--- config.mk ---
export PLATFORM = sky130hd
export DESIGN_NAME = template_class_pattern_search
export DESIGN_NICKNAME = d
export VERILOG_FILES = /design/src/design/tcps_pkg.sv /design/src/design/tcps_cell.sv /design/src/design/template_class_pattern_search.sv
export SDC_FILE = /design/constraint.sdc
export NUM_CORES = 1
export LEC_CHECK = 0
export BUFFER_PORTS_ARGS = -buffer_cell sky130_fd_sc_hd__buf_2
export CAP_MARGIN = 10
export CORE_MARGIN = 4
export CORE_UTILIZATION = 45
export CTS_BUF_LIST = sky130_fd_sc_hd__clkbuf_16
export DETAILED_ROUTE_END_ITERATION = 8
export PLACE_DENSITY = 0.68
export SKIP_LAST_GASP = 1
export SLEW_MARGIN = 30
export SYNTH_ARGS = -nofsm -noshare
export SYNTH_HDL_FRONTEND = slang
export SYNTH_HIERARCHICAL = 1
export SYNTH_SLANG_ARGS = --single-unit
--- constraint.sdc ---
create_clock -name clk -period 10.6 [get_ports clk]
set_input_delay 2.12 -clock clk [delete_from_list [all_inputs] [get_ports clk]]
set_output_delay 2.12 -clock clk [all_outputs]
set_load 0.02 [all_outputs]
--- src/design/tcps_pkg.sv ---
// Package for the template character-class pattern search: types, constants, register indexes.
`default_nettype none
package tcps_pkg;

	localparam int MaxTemplateLenDef = 16;
	localparam int MaxBufferLenDef   = 65535;
	localparam int CfgIdxW           = 3;
	localparam int CfgDataW          = 64;
	localparam int TmplLenW          = 5;
	localparam int PosW              = 16;

	localparam logic [CfgIdxW-1:0] RegTmplLow  = 3'd0;
	localparam logic [CfgIdxW-1:0] RegTmplHigh = 3'd1;
	localparam logic [CfgIdxW-1:0] RegTmplLen  = 3'd2;
	localparam logic [CfgIdxW-1:0] RegDigitWc  = 3'd3;
	localparam logic [CfgIdxW-1:0] RegLetterWc = 3'd4;
	localparam logic [CfgIdxW-1:0] RegAlnumWc  = 3'd5;
	localparam logic [CfgIdxW-1:0] RegExtraChr = 3'd6;

	localparam logic [7:0] CharMinus = 8'h2D;
	localparam logic [7:0] CharDot   = 8'h2E;

	typedef struct packed {
		logic [7:0] data_byte;
		logic       last_byte;
	} in_word_t;

	typedef struct packed {
		logic            found;
		logic [PosW-1:0] match_position;
		logic            overflow;
	} out_word_t;

	typedef struct packed {
		logic [7:0] digit_wc;
		logic [7:0] letter_wc;
		logic [7:0] alnum_wc;
		logic [7:0] extra_chr;
	} class_cfg_t;

	typedef struct packed {
		logic step;
		logic clear;
	} cell_ctl_t;

	function automatic logic is_digit(input logic [7:0] b);
		return (b >= 8'h30) && (b <= 8'h39);
	endfunction

	function automatic logic is_letter(input logic [7:0] b);
		return ((b >= 8'h41) && (b <= 8'h5A)) || ((b >= 8'h61) && (b <= 8'h7A));
	endfunction

endpackage
`default_nettype wire

--- src/design/tcps_cell.sv ---
// One template position: class compare against the byte and one partial-match bit.
`default_nettype none
module tcps_cell
	import tcps_pkg::*;
(
	input  wire logic       clk,
	input  wire logic       arst_n,
	input  wire cell_ctl_t  ctl,
	input  wire class_cfg_t cls,
	input  wire logic [7:0] tchar,
	input  wire logic [7:0] data_byte,
	input  wire logic       active,
	input  wire logic       prev,
	output logic            match_q,
	output logic            match_d
);

	logic acc;

	always_comb begin
		if (tchar == cls.digit_wc) begin
			acc = is_digit(data_byte) || (data_byte == CharMinus) || (data_byte == CharDot) ||
				(data_byte == cls.extra_chr) || (data_byte == tchar);
		end else if (tchar == cls.letter_wc) begin
			acc = is_letter(data_byte) || (data_byte == tchar);
		end else if (tchar == cls.alnum_wc) begin
			acc = is_digit(data_byte) || is_letter(data_byte) || (data_byte == tchar);
		end else begin
			acc = (data_byte == tchar);
		end
	end

	assign match_d = prev & acc & active;

	always_ff @(posedge clk or negedge arst_n) begin
		if (!arst_n) begin
			match_q <= 1'b0;
		end else if (ctl.clear) begin
			match_q <= 1'b0;
		end else if (ctl.step) begin
			match_q <= match_d;
		end
	end

endmodule
`default_nettype wire

--- src/design/template_class_pattern_search.sv ---
// Top level: config registers, chain of match cells, buffer counter and output register.
// An accepted byte that completes a match or ends a buffer has its result word registered in the output register.
// Throughput: one byte per cycle unless stalled; all cells step until a match or the limit.
// A new byte is taken while a result waits, unless that result is stalled by out_ready.
// Reset: asynchronous, clears config registers, match bits, counter and flags.
`default_nettype none
module template_class_pattern_search
	import tcps_pkg::*;
#(
	parameter int MaxTemplateLen = MaxTemplateLenDef,
	parameter int MaxBufferLen   = MaxBufferLenDef
) (
	input  wire logic                clk,
	input  wire logic                arst_n,
	input  wire logic                in_valid,
	output logic                     in_ready,
	input  wire in_word_t            in_data,
	output logic                     out_valid,
	input  wire logic                out_ready,
	output out_word_t                out_data,
	input  wire logic                cfg_valid,
	output logic                     cfg_ready,
	input  wire logic [CfgIdxW-1:0]  cfg_index,
	input  wire logic [CfgDataW-1:0] cfg_data
);

	localparam int CntW = $clog2(MaxBufferLen + 1);
	localparam int LenW = $clog2(MaxTemplateLen + 1);

	logic [127:0]        tmpl_q;
	logic [TmplLenW-1:0] tlen_q;
	class_cfg_t          cls_q;

	logic [CntW-1:0] count_q;
	logic            done_q;
	logic            ovf_q;
	logic            out_valid_q;
	out_word_t       out_data_q;

	logic [LenW-1:0]           len_sat;
	logic                      in_fire;
	logic                      at_limit;
	cell_ctl_t                 ctl;
	logic [MaxTemplateLen-1:0] m_q;
	logic [MaxTemplateLen-1:0] m_d;
	logic [MaxTemplateLen-1:0] last_pos;
	logic                      hit;
	logic                      emit;
	out_word_t                 res;
	logic [CntW-1:0]           pos;

	assign cfg_ready = 1'b1;

	always_ff @(posedge clk or negedge arst_n) begin
		if (!arst_n) begin
			tmpl_q <= '0;
			tlen_q <= '0;
			cls_q  <= '0;
		end else if (cfg_valid) begin
			case (cfg_index)
				RegTmplLow:  tmpl_q[63:0]    <= cfg_data;
				RegTmplHigh: tmpl_q[127:64]  <= cfg_data;
				RegTmplLen:  tlen_q          <= cfg_data[TmplLenW-1:0];
				RegDigitWc:  cls_q.digit_wc  <= cfg_data[7:0];
				RegLetterWc: cls_q.letter_wc <= cfg_data[7:0];
				RegAlnumWc:  cls_q.alnum_wc  <= cfg_data[7:0];
				RegExtraChr: cls_q.extra_chr <= cfg_data[7:0];
				default: ;
			endcase
		end
	end

	assign len_sat = (tlen_q > TmplLenW'(MaxTemplateLen)) ? LenW'(MaxTemplateLen)
		: LenW'(tlen_q);

	assign in_ready = !out_valid_q || out_ready;
	assign in_fire  = in_valid && in_ready;
	assign at_limit = (count_q >= CntW'(MaxBufferLen));

	assign ctl.step  = in_fire && !done_q && !at_limit;
	assign ctl.clear = in_fire && in_data.last_byte;

	genvar p;
	generate
		for (p = 0; p < MaxTemplateLen; p++) begin : g_cell
			logic prev;
			if (p == 0) begin : g_head
				assign prev = 1'b1;
			end else begin : g_link
				assign prev = m_q[p-1];
			end
			assign last_pos[p] = (LenW'(p + 1) == len_sat);
			tcps_cell u_cell (
				.clk       (clk),
				.arst_n    (arst_n),
				.ctl       (ctl),
				.cls       (cls_q),
				.tchar     (tmpl_q[8*p +: 8]),
				.data_byte (in_data.data_byte),
				.active    (LenW'(p) < len_sat),
				.prev      (prev),
				.match_q   (m_q[p]),
				.match_d   (m_d[p])
			);
		end
	endgenerate

	assign hit = ctl.step && (|(m_d & last_pos));
	assign pos = count_q + CntW'(1) - CntW'(len_sat);

	always_comb begin
		res  = '0;
		emit = 1'b0;
		if (hit) begin
			emit               = 1'b1;
			res.found          = 1'b1;
			res.match_position = PosW'(pos);
			res.overflow       = ovf_q;
		end else if (in_fire && !done_q && in_data.last_byte) begin
			emit         = 1'b1;
			res.overflow = ovf_q || at_limit;
		end
	end

	always_ff @(posedge clk or negedge arst_n) begin
		if (!arst_n) begin
			count_q <= '0;
			done_q  <= 1'b0;
			ovf_q   <= 1'b0;
		end else if (ctl.clear) begin
			count_q <= '0;
			done_q  <= 1'b0;
			ovf_q   <= 1'b0;
		end else if (in_fire && !done_q) begin
			if (at_limit) begin
				ovf_q <= 1'b1;
			end else begin
				count_q <= count_q + CntW'(1);
				done_q  <= hit;
			end
		end
	end

	always_ff @(posedge clk or negedge arst_n) begin
		if (!arst_n) begin
			out_valid_q <= 1'b0;
		end else if (emit) begin
			out_valid_q <= 1'b1;
		end else if (out_ready) begin
			out_valid_q <= 1'b0;
		end
	end

	always_ff @(posedge clk) begin
		if (emit) begin
			out_data_q <= res;
		end
	end

	assign out_valid = out_valid_q;
	assign out_data  = out_data_q;

endmodule
`default_nettype wire

==> run_results.csv <==
group,metric,value,unit
sta,setup_viol,0,
clock_network,postCtsResizedCells,0,
drt,dr_total_vias,15700,
clock_network,postCtsHoldBufs,0,
clock_network,clk-insertion-delay-late,0.58,ns
sta,hold_viol,0,
critical_path,critical_path.slowest_cell,"sky130_fd_sc_hd__buf_4",
critical_path,critPathMaxStageDelay,0.68,ns
clock_network,h_tree_depth,1,
global_route,grt_antenna_before_repair,0,
sta,final_period_minus_worst_setup_slack,6.25,ns
sta,final_max_slew_viol_count,0,
clock_network,clockRootBuffer,"sky130_fd_sc_hd__clkbuf_16",
sta,min_period_over_period,59.0,%
synth,post_synth.cell_area_avg,9.94,um^2
critical_path,critPathCaptureType,"register",
sta,worst_setup_skew_after_layout,0.0322,ns
sta,whs,0.499,ns
synth,yosys_warnings,6,
critical_path,signal_arrival_time_at_the_worst_endpoint,6.39,ns
worst_hold_path,worst_hold_path_type,"register to register",
pwr,maximum_vdd_drop,0.178,mV
floorplan,initial_core_util,45.6,%
sta,tightestPinTransition,0.995,ns
pwr,power_per_cell_area,191,nW/um^2
critical_path,cp_max_fo,51,
place,gp_congestion,0.910,
critical_path,worstSetupPathType,"input port to register",
critical_path,cp.buffers_inverters,2,
floorplan,die_y,212,um
global_route,globalRouteTotalUtil,25.6,%
final_layout,most_frequent_cells_in_the_layout,"405 x sky130_fd_sc_hd__xor2_1, 270 x sky130_fd_sc_hd__xnor2_1, 193 x sky130_fd_sc_hd__dfrtp_1",
floorplan,placeableCoreArea,40900,um^2
clock_network,cts.path.max_buffers,3,
clock_network,tritoncts,"yes",
outcome,run_status,"complete, no violations",
drt,postRouteWirelength,58.8,mm
clock_network,clock-sinks,217,
place,port-buffer-count,100,
flow_run,timing.max_cap.violations,0,
drt,remaining_drc_errors,0,
critical_path,crit_path_start,"in_data[2]",
final_layout,layout_commonest_cell,"sky130_fd_sc_hd__xor2_1",
final_layout,finish.net_count,2050,
final_layout,drive_gt1_share,19.7,%
floorplan,design.die.area,44800,um^2
drt,drt_via_density,6.27,
critical_path,cp_num_cells,12,
final_layout,n_antenna_cell,0,
critical_path,worstPathRequired,10.74,ns
final_layout,layout-area-overhead-vs-synth,9.23,%
critical_path,worst-r2r-cell-count,11,
critical_path,crit_path_cell_trace,"buf_4, buf_4, a21o_1, a32oi_1, o2111a_1, o2111ai_1, nand3_1, mux4_2, a21oi_1, o211a_1, or3_1, nand2_1",
clock_network,cts.reportedPaths.clkPinSlew,0.07,ns
sta,final.setup.tns,0,ns
global_route,globalRoute.totalOverflow,0,
synth,synth.cell_area,18600,um^2
sta,rsz_0062_raised_after_global_routing,"no",
clock_network,clock_buffer_count_from_cts,25,
pwr,static_power_due_to_leakage,8.04,nW
critical_path,crit_top_cell,"sky130_fd_sc_hd__buf_4",
floorplan,num_io_pins,102,
worst_hold_path,timing.hold.worst_path_depth,2,
critical_path,timing.critical_path.max_delay_family,"simple AND/OR/NAND/NOR gates",
sta,max-slew-margin-rel,33.7,%
place,place.detailed.hpwl,38.4,mm
critical_path,r2r_start,"cls_q[17]",
synth,number_of_cells_produced_by_synthesis,1875,
drt,drt_first_pass_iters,5,
floorplan,dieWidth,212,um
sta,timing_limited_maximum_frequency,160,MHz
global_route,grt_pass1_vias,15700,
global_route,grt_pass1_wl,91.1,mm
floorplan,rows,74,
worst_hold_path,hold_path.startpoint,"ovf_q",
clock_network,post_cts_setup_inserts,0,
drt,antenna_left,0,
global_route,grt_max_degree,92,
drt,wl_per_cell,23.4,um
critical_path,worst_setup_start_kind,"input port",
drt,dr.first_iter.drc_count,1237,
[report_power, final]
group          internal (W)  switching (W)  leakage [nW]
clock              0.000459       0.000379         0.396
sequential          0.00102       0.000398          2.60
combinational      0.000759       0.000873          5.04
[final timing paths]
kind / slack [ns] / end
setup reg to reg: 5.64 / out_data[4]
min in group asynchronous: 1.65 / out_valid
hold / removal: 0.50 / ovf_q
max in group asynchronous: 7.66 / tmpl_q[26]
setup / recovery: 4.35 / out_data[4]
hold reg to reg: 0.50 / ovf_q
[layer usage]
layer / routed length (um) / up-vias / GRT usage, %
met4: 3090 / 0 / 12.1
li1: - / 6958 / -
met3: 4050 / 229 / 4.39
met2: 27400 / 723 / 41.8
met5: 0 / - / 0
met1: 24300 / 7839 / 33.1
[worst reg2reg max path, delay by kind of cell, from the launching register on]
| family | cells | cell delay (ns) |
|---|---|---|
| mux | 1 | 0.52 |
| compound gates | 4 | 0.89 |
| flops | 1 | 0.82 |
| buf+inv | 1 | 0.38 |
| simple gates | 4 | 1.82 |
| xor+xnor | 1 | 0.11 |
[sequential cells by signal (all words and copies together), names as in the netlist]
register and flops:
ovf_q 1, out_data 18, cls_q 32, tmpl_q 128
out_valid 1, g_cell.u_cell/match_q 15, count_q 16, tlen_q 5
done_q 1
[through the flow]
step	utilization, %	setup WS [ns]	std cells	total power [W]	area (um^2)
2_1_floorplan	-	5.42	1877	0.00250	18700
3_3_place_gp	47.8	3.94	2465	0.00296	19500
3_5_place_dp	47.8	3.89	2465	0.00302	19600
4_1_cts	49.7	4.45	2511	0.00388	20300
5_1_grt	49.8	4.14	2513	0.00410	20400
6_report	49.8	4.35	2513	0.00389	20400
[layout make-up]
| cell class | instances | area [um^2] |
|---|---|---|
| fill | 3798 | 20600 |
| multi-input combinational | 1548 | 12400 |
| sequential | 217 | 5530 |
| timing repair buffer | 143 | 862 |
| tap | 532 | 666 |
| clock buffer | 25 | 626 |
| clock inverter | 21 | 151 |
| inverter | 27 | 101 |
(Power assumes the default switching activity.)
